===== src/hdl/bq_pkg.sv =====
// Shared types, constants and microcode program for the biquad filter.
package bq_pkg;

  localparam int SAMPLE_BITS_DEF = 24;
  localparam int COEF_BITS_DEF   = 32;
  localparam int CFG_INDEX_BITS  = 3;
  localparam int STEP_BITS       = 3;

  typedef logic [STEP_BITS-1:0] step_t;

  // Configuration register indexes.
  localparam logic [CFG_INDEX_BITS-1:0] REG_FEEDBACK_ONE = 3'd0;
  localparam logic [CFG_INDEX_BITS-1:0] REG_FEEDBACK_TWO = 3'd1;
  localparam logic [CFG_INDEX_BITS-1:0] REG_FORWARD_ZERO = 3'd2;
  localparam logic [CFG_INDEX_BITS-1:0] REG_FORWARD_ONE  = 3'd3;
  localparam logic [CFG_INDEX_BITS-1:0] REG_FORWARD_TWO  = 3'd4;

  // Program addresses.
  localparam step_t STEP_IDLE   = 3'd0;
  localparam step_t STEP_FB_TWO = 3'd1;
  localparam step_t STEP_W      = 3'd2;
  localparam step_t STEP_FF_ZERO = 3'd3;
  localparam step_t STEP_FF_TWO = 3'd4;
  localparam step_t STEP_FINISH = 3'd5;

  typedef enum logic [2:0] {
    COEF_FB_ONE,
    COEF_FB_TWO,
    COEF_FF_ZERO,
    COEF_FF_ONE,
    COEF_FF_TWO
  } coef_sel_t;

  typedef enum logic [1:0] {
    DATA_FIRST,
    DATA_SECOND,
    DATA_W
  } data_sel_t;

  typedef enum logic [1:0] {
    ACC_HOLD,
    ACC_LOAD_X,
    ACC_LOAD,
    ACC_ADD
  } acc_op_t;

  typedef enum logic [1:0] {
    JMP_NEXT,
    JMP_START,
    JMP_OUT
  } jump_t;

  typedef struct packed {
    logic      take_in;
    coef_sel_t coef_sel;
    data_sel_t data_sel;
    logic      mul_en;
    acc_op_t   acc_op;
    logic      w_en;
    logic      finish;
    jump_t     jump;
    step_t     target;
  } uword_t;

  typedef struct packed {
    logic in_fire;
    logic load_op;
    logic out_free;
  } status_t;

  // One control word per step. The product register holds the term that the
  // accumulator rounds and adds in the following step.
  function automatic uword_t micro_word(step_t step);
    uword_t u;
    u = '{take_in: 1'b0, coef_sel: COEF_FB_ONE, data_sel: DATA_FIRST, mul_en: 1'b0,
          acc_op: ACC_HOLD, w_en: 1'b0, finish: 1'b0, jump: JMP_OUT, target: STEP_IDLE};
    case (step)
      STEP_IDLE: begin
        u.take_in = 1'b1;
        u.coef_sel = COEF_FB_ONE;
        u.data_sel = DATA_FIRST;
        u.mul_en = 1'b1;
        u.jump = JMP_START;
      end
      STEP_FB_TWO: begin
        u.coef_sel = COEF_FB_TWO;
        u.data_sel = DATA_SECOND;
        u.mul_en = 1'b1;
        u.acc_op = ACC_LOAD_X;
        u.jump = JMP_NEXT;
      end
      STEP_W: begin
        u.coef_sel = COEF_FF_ONE;
        u.data_sel = DATA_FIRST;
        u.mul_en = 1'b1;
        u.w_en = 1'b1;
        u.jump = JMP_NEXT;
      end
      STEP_FF_ZERO: begin
        u.coef_sel = COEF_FF_ZERO;
        u.data_sel = DATA_W;
        u.mul_en = 1'b1;
        u.acc_op = ACC_LOAD;
        u.jump = JMP_NEXT;
      end
      STEP_FF_TWO: begin
        u.coef_sel = COEF_FF_TWO;
        u.data_sel = DATA_SECOND;
        u.mul_en = 1'b1;
        u.acc_op = ACC_ADD;
        u.jump = JMP_NEXT;
      end
      STEP_FINISH: begin
        u.finish = 1'b1;
        u.jump = JMP_OUT;
        u.target = STEP_IDLE;
      end
      default: begin
        u.jump = JMP_OUT;
        u.target = STEP_IDLE;
      end
    endcase
    return u;
  endfunction

endpackage


===== src/hdl/bq_seq.sv =====
// Step counter and microcode table for the biquad filter.
module bq_seq (
  input  logic            clk,
  input  logic            rst,
  input  bq_pkg::status_t status,
  output bq_pkg::uword_t  ctrl
);

  bq_pkg::step_t  step;
  bq_pkg::step_t  step_next;
  bq_pkg::uword_t word;

  always_comb begin
    word = bq_pkg::micro_word(step);
    ctrl = word;
    // The last step waits until the output register can take the word.
    ctrl.finish = word.finish & status.out_free;
    step_next = step;
    case (word.jump)
      bq_pkg::JMP_NEXT:  step_next = step + 1'b1;
      bq_pkg::JMP_START: if (status.in_fire && !status.load_op) step_next = step + 1'b1;
      bq_pkg::JMP_OUT:   if (status.out_free) step_next = word.target;
      default:           step_next = bq_pkg::STEP_IDLE;
    endcase
  end

  always_ff @(posedge clk) begin
    if (rst) begin
      step <= bq_pkg::STEP_IDLE;
    end else begin
      step <= step_next;
    end
  end

endmodule


===== src/hdl/bq_datapath.sv =====
// Coefficients, delay words, shared multiplier and accumulator of the biquad filter.
module bq_datapath #(
  parameter int SAMPLE_BITS = bq_pkg::SAMPLE_BITS_DEF,
  parameter int COEF_BITS   = bq_pkg::COEF_BITS_DEF
) (
  input  logic                                clk,
  input  logic                                rst,
  input  bq_pkg::uword_t                      ctrl,
  input  logic                                cfg_write,
  input  logic [bq_pkg::CFG_INDEX_BITS-1:0]   cfg_index,
  input  logic [COEF_BITS-1:0]                cfg_data,
  input  logic                                in_fire,
  input  logic                                operation,
  input  logic [SAMPLE_BITS-1:0]              sample_in,
  input  logic [SAMPLE_BITS+7:0]              load_first,
  input  logic [SAMPLE_BITS+7:0]              load_second,
  output logic [SAMPLE_BITS-1:0]              sample_out
);

  localparam int SW = SAMPLE_BITS + 8;
  localparam int PW = COEF_BITS + SW;
  localparam int CF = COEF_BITS - 4;
  localparam int RW = PW - CF;
  localparam int AW = RW + 2;
  localparam logic signed [PW-1:0] HALF = {{(PW-CF){1'b0}}, 1'b1, {(CF-1){1'b0}}};
  localparam logic [SAMPLE_BITS-1:0] OUT_MAX = {1'b0, {(SAMPLE_BITS-1){1'b1}}};
  localparam logic [SAMPLE_BITS-1:0] OUT_MIN = {1'b1, {(SAMPLE_BITS-1){1'b0}}};

  logic signed [COEF_BITS-1:0] fb_one, fb_two, ff_zero, ff_one, ff_two;
  logic signed [SW-1:0]        d_first, d_second, w;
  logic signed [SAMPLE_BITS-1:0] x;
  logic signed [PW-1:0]        prod;
  logic signed [AW-1:0]        acc;

  logic signed [COEF_BITS-1:0] mul_a;
  logic signed [SW-1:0]        mul_b;
  logic signed [PW-1:0]        prod_half;
  logic signed [RW-1:0]        rnd;
  logic signed [AW-1:0]        rnd_ext;
  logic signed [AW-1:0]        x_ext;
  logic signed [AW-1:0]        acc_sum;
  logic                        w_fits;
  logic                        out_fits;
  logic [SW-1:0]               w_next;
  logic [SAMPLE_BITS-1:0]      y_sat;

  always_comb begin
    case (ctrl.coef_sel)
      bq_pkg::COEF_FB_ONE:  mul_a = fb_one;
      bq_pkg::COEF_FB_TWO:  mul_a = fb_two;
      bq_pkg::COEF_FF_ZERO: mul_a = ff_zero;
      bq_pkg::COEF_FF_ONE:  mul_a = ff_one;
      bq_pkg::COEF_FF_TWO:  mul_a = ff_two;
      default:              mul_a = fb_one;
    endcase
    case (ctrl.data_sel)
      bq_pkg::DATA_FIRST:  mul_b = d_first;
      bq_pkg::DATA_SECOND: mul_b = d_second;
      bq_pkg::DATA_W:      mul_b = w;
      default:             mul_b = d_first;
    endcase
  end

  // Round half up to the sample fraction; the product never reaches the top
  // bit, so adding the half cannot overflow.
  assign prod_half = prod + HALF;
  assign rnd       = prod_half[PW-1:CF];
  assign rnd_ext   = {{2{rnd[RW-1]}}, rnd};
  assign x_ext     = {{(AW-SAMPLE_BITS){x[SAMPLE_BITS-1]}}, x};
  assign acc_sum   = acc + rnd_ext;

  assign w_fits   = (&acc_sum[AW-1:SW-1]) | ~(|acc_sum[AW-1:SW-1]);
  assign w_next   = w_fits ? acc_sum[SW-1:0] : '0;
  assign out_fits = (&acc_sum[AW-1:SAMPLE_BITS-1]) | ~(|acc_sum[AW-1:SAMPLE_BITS-1]);
  assign y_sat    = out_fits ? acc_sum[SAMPLE_BITS-1:0]
                             : (acc_sum[AW-1] ? OUT_MIN : OUT_MAX);

  always_ff @(posedge clk) begin
    if (rst) begin
      fb_one   <= '0;
      fb_two   <= '0;
      ff_zero  <= '0;
      ff_one   <= '0;
      ff_two   <= '0;
      d_first  <= '0;
      d_second <= '0;
    end else begin
      if (cfg_write) begin
        case (cfg_index)
          bq_pkg::REG_FEEDBACK_ONE: fb_one  <= cfg_data;
          bq_pkg::REG_FEEDBACK_TWO: fb_two  <= cfg_data;
          bq_pkg::REG_FORWARD_ZERO: ff_zero <= cfg_data;
          bq_pkg::REG_FORWARD_ONE:  ff_one  <= cfg_data;
          bq_pkg::REG_FORWARD_TWO:  ff_two  <= cfg_data;
          default: ;
        endcase
      end
      if (in_fire && operation) begin
        d_first  <= load_first;
        d_second <= load_second;
      end else if (ctrl.finish) begin
        d_second <= d_first;
        d_first  <= w;
      end
    end
  end

  always_ff @(posedge clk) begin
    if (in_fire && !operation) begin
      x <= sample_in;
    end
    if (ctrl.mul_en) begin
      prod <= PW'(mul_a) * PW'(mul_b);
    end
    case (ctrl.acc_op)
      bq_pkg::ACC_LOAD_X: acc <= x_ext + rnd_ext;
      bq_pkg::ACC_LOAD:   acc <= rnd_ext;
      bq_pkg::ACC_ADD:    acc <= acc_sum;
      default:            acc <= acc;
    endcase
    if (ctrl.w_en) begin
      w <= w_next;
    end
    if (ctrl.finish) begin
      sample_out <= y_sat;
    end
  end

endmodule


===== src/hdl/biquad_iir_filter.sv =====
// Top level of the microcoded direct form II biquad filter.
//
//   channel | signals                                          | word
//   --------+--------------------------------------------------+-----------------------
//   cfg     | cfg_valid, cfg_ready, cfg_index, cfg_data        | one coefficient write
//   in      | in_valid, in_ready, operation, sample_in,        | one filter or load
//           | load_first, load_second                          | request
//   out     | out_valid, out_ready, sample_out                 | one filtered sample
//
// A filter word runs through the program steps from acceptance to the next
// acceptance: five products go one after another through the single multiplier,
// each followed by a rounding add into the accumulator. A load word is accepted
// on the idle step, leaves the sequencer there and gives no output. Reset clears
// coefficients and delay words. A full output register holds the sequencer on its
// last step until out_ready frees it; configuration writes are always taken.
module biquad_iir_filter #(
  parameter int SAMPLE_BITS = bq_pkg::SAMPLE_BITS_DEF,
  parameter int COEF_BITS   = bq_pkg::COEF_BITS_DEF
) (
  input  logic                              clk,
  input  logic                              rst,
  input  logic                              cfg_valid,
  output logic                              cfg_ready,
  input  logic [bq_pkg::CFG_INDEX_BITS-1:0] cfg_index,
  input  logic [COEF_BITS-1:0]              cfg_data,
  input  logic                              in_valid,
  output logic                              in_ready,
  input  logic                              operation,
  input  logic [SAMPLE_BITS-1:0]            sample_in,
  input  logic [SAMPLE_BITS+7:0]            load_first,
  input  logic [SAMPLE_BITS+7:0]            load_second,
  output logic                              out_valid,
  input  logic                              out_ready,
  output logic [SAMPLE_BITS-1:0]            sample_out
);

  bq_pkg::uword_t  ctrl;
  bq_pkg::status_t status;
  logic            in_fire;

  assign cfg_ready = 1'b1;
  assign in_ready  = ctrl.take_in;
  assign in_fire   = in_valid & in_ready;

  assign status.in_fire  = in_fire;
  assign status.load_op  = operation;
  assign status.out_free = ~out_valid | out_ready;

  always_ff @(posedge clk) begin
    if (rst) begin
      out_valid <= 1'b0;
    end else if (ctrl.finish) begin
      out_valid <= 1'b1;
    end else if (out_ready) begin
      out_valid <= 1'b0;
    end
  end

  bq_seq u_seq (
    .clk    (clk),
    .rst    (rst),
    .status (status),
    .ctrl   (ctrl)
  );

  bq_datapath #(
    .SAMPLE_BITS (SAMPLE_BITS),
    .COEF_BITS   (COEF_BITS)
  ) u_datapath (
    .clk         (clk),
    .rst         (rst),
    .ctrl        (ctrl),
    .cfg_write   (cfg_valid & cfg_ready),
    .cfg_index   (cfg_index),
    .cfg_data    (cfg_data),
    .in_fire     (in_fire),
    .operation   (operation),
    .sample_in   (sample_in),
    .load_first  (load_first),
    .load_second (load_second),
    .sample_out  (sample_out)
  );

endmodule

===== config.mk =====
export PLATFORM = sky130hd
export DESIGN_NAME = biquad_iir_filter
export DESIGN_NICKNAME = d
export VERILOG_FILES = /design/src/hdl/bq_pkg.sv /design/src/hdl/bq_seq.sv /design/src/hdl/bq_datapath.sv /design/src/hdl/biquad_iir_filter.sv
export SDC_FILE = /design/constraint.sdc
export NUM_CORES = 2
export LEC_CHECK = 0
export BUFFER_PORTS_ARGS = -buffer_cell sky130_fd_sc_hd__buf_2
export CAP_MARGIN = 20
export CORE_ASPECT_RATIO = 0.9
export CORE_MARGIN = 10
export CORE_UTILIZATION = 35
export DETAILED_ROUTE_END_ITERATION = 7
export MAX_ROUTING_LAYER = met4
export PLACE_DENSITY = 0.54
export REMOVE_ABC_BUFFERS = 1
export SLEW_MARGIN = 10
export SYNTH_ARGS = -nofsm -noshare
export SYNTH_HDL_FRONTEND = slang
export SYNTH_SLANG_ARGS = --single-unit
export TNS_END_PERCENT = 5

===== constraint.sdc =====
create_clock -name clk -period 11.2 [get_ports clk]
set_input_delay 0.56 -clock clk [delete_from_list [all_inputs] [get_ports clk]]
set_output_delay 0.56 -clock clk [all_outputs]
set_load 0.005 [all_outputs]

==> run metrics <==
final setup fails 0; cell depth of the worst flop-to-flop path 31; Design Power 12300 uW; gr usage total 23.5%; I/O pins 156; grt ovf 0; Yosys warnings 0; Clock Tree Buf Depth 3; Critical Path Start Type flip-flop; mapped cell area 55700 sq um; Die X 440 um; Worst R2R Setup Slack 0.42 ns; cells after synthesis 6200; total number of vias 45197; area leader, netlist fa_1; Worst Skew 0.0760 ns; sw frac 52.2%; placed instance area 59800 sq um; Final Routed Wirelength 203000 um; CTS tree yes; port bufs 154; drt pass-1 iters 6; TritonCTS Sinks 383; post-synth top area share 38.9%; CTS Buf Count 45; Final Instance Count excl. Fillers 8416; hold path cells 1; CP Max Fanout 15; most frequent cells in the layout 1083 x fa_1, 1003 x inv_1, 937 x nand2_1; initial antenna violation count 21; CP arrival 11.24 ns; fraction of layout cells with a size suffix above 1 8.24%; Max-cap violations 0; Sequential Power Share 16.0%; Worst Path Required 11.66 ns; Avg Synthesized Cell Area 8.98 sq um; hold_ws 0.0676 ns; Yosys cell types 93; HP Class input port to flip-flop; Final Cycle Share 96.2%; Slowest Stage Delay on Critical Path 0.69 ns; CP max-delay cell o21ai_1; Comb power frac 71.2%; fmax 92.8 MHz; number of global-route vias before repair 45507; first-pass GRT wire length 302000 um; CTS HTree Levels 2; status complete, no violations; worst path bufs/invs 6; Seq/Total Area, Yosys 16.6%; initial detailed-routing violation count 4831; # fillers 15885; clk_lat worst skew 0.67 ns; clock network power share 12.8%; most common cell after layout, fill and taps aside fa_1; Period minus WS final 10.78 ns; core area 158000 sq um; critical path type flip-flop to flip-flop; VDD IR max 0.000163 V; WL/cell 24.1 um; WHS Endpoint u_datapath.x[5]; CP endpoint kind flip-flop; die area 175000 sq um; Die Y 398 um; internal power 5860 uW; Final Max Tran Viols 0; final count of hold timing violations 0; Layout Nets 7751; Site Rows 138; sw power 6400 uW; P per Cell Area 200 nW/um^2; initial core utilization 35.3%; largest cells by area after synthesis fa_1 39%, edfxtp_1 8.4%, dfxtp_1 8.2%; Post-synth ARST share 0%; hold path startpoint sample_in[5]; Post-synth EDFFs 155; post-route cell area 61400 sq um; critical path's top delay family adder cells; placed cells 8326; RSZ-0062 raised after global routing false; CTS clk-pin slew, worst paths 0.06 ns; root buffer selected by CTS clkbuf_16; drt drc 0; #FFs+latches synth 383; number of routed nets with antenna violations 0; FF-to-FF Start u_seq.step[0]; RR Endpoint u_datapath.prod[62]; setup TNS 0 ns; Critical Path Most Common Cell fa_1; relative slew slack 22.4%; hold_buf cts 0; area grow syn2layout 10.3%; number of vias per cell 5.37; Final GP Congestion 0.984; DP HPWL 165000 um; Top FF cell, synth dfxtp_1; worst-margin pin slew 1.16 ns; P_leak 0.0271 uW; pin count of the biggest net entering global routing 102
[power by group through the flow]
stage	Sequential (uW)	Clock [uW]	Combinational, uW
after floorplan	1940	0	5700
after global placement	1980	0	8520
after detailed placement	1980	0	8580
after CTS	1950	1600	8630
after global routing	1970	1650	9610
final	1960	1570	8730
[cells in the mapped netlist, types with 8 or more instances]
cell,n
a211oi_1,104
a21o_1,82
a21oi_1,308
a222oi_1,31
a22oi_1,42
a31oi_1,12
and2_1,25
and3_1,28
and4_1,10
buf_1,21
clkbuf_1,311
dfxtp_1,228
edfxtp_1,155
fa_1,1083
ha_1,261
inv_1,1003
mux2i_1,68
nand2_1,937
nand2b_1,26
nand3_1,77
nand4_1,68
nor2_1,684
nor2b_1,16
nor3_1,31
nor4_1,53
o211ai_1,8
o21a_1,62
o21ai_0,81
o21ai_1,48
o21bai_1,23
o221ai_1,22
or2_2,10
or3_1,8
xnor2_1,86
xor2_1,47
[area by class of cell]
class,count,area (sq um),area share (%)
diodes,4,10.0,0.0163
clock buffers,61,1290,2.10
clock inverters,20,269,0.438
inverters,1004,3770,6.14
multi-input cells,4471,41700,67.8
flip-flops and latches,383,9220,15.0
well taps,2100,2630,4.28
repair buffers,373,2560,4.17
[repair_timing]
action                     4_1_cts  5_1_grt
setup endpoints to repair        0        7
setup buffers                    0        4
gates resized for setup          0        6
[through the flow]
stage / utilization, % / worst slack [ns]
2_1_floorplan: - / -1.43
3_3_place_gp: 37.9 / 0.339
3_5_place_dp: 37.9 / 0.157
4_1_cts: 38.9 / 0.102
5_1_grt: 38.9 / 0.0184
6_report: 38.9 / 0.424
[per-layer routing]
layer	wire, um	vias up	GRT usage [%]
met5	0	-	-
met4	5900	0	5.65
met3	19400	276	5.19
met2	85800	2008	33.5
met1	92000	23037	33.7
li1	-	19876	-
[logic make-up after synthesis]
family	share of synthesized area (%)
other cells	0.00674
compound gates	10.9
simple gates	15.2
xor+xnor	2.13
flops	16.6
buf+inv	9.12
fa+ha+maj	44.8
mux	1.28
[how the worst max path moves through the flow]
stage / startpoint / to / depth (start not counted)
finish: u_seq.step[0] / u_datapath.prod[62] / 31
global placement: u_seq.step[0] / u_datapath.prod[62] / 30
global route: u_seq.step[0] / u_datapath.prod[58] / 31
CTS: u_seq.step[0] / u_datapath.prod[62] / 30
detailed placement: u_seq.step[0] / u_datapath.prod[62] / 30
floorplan: u_seq.step[2] / u_datapath.prod[48] / 26
[state kept, by name, indices dropped and copies added (netlist names)]
name	flops
out_valid	1
u_datapath.acc	38
u_datapath.d_first	32
u_datapath.d_second	32
u_datapath.fb_one	32
u_datapath.fb_two	32
u_datapath.ff_one	32
u_datapath.ff_two	32
u_datapath.ff_zero	32
u_datapath.prod	37
u_datapath.sample_out	24
u_datapath.w	32
u_datapath.x	24
u_seq.step	3
(Power assumes the default switching activity.)
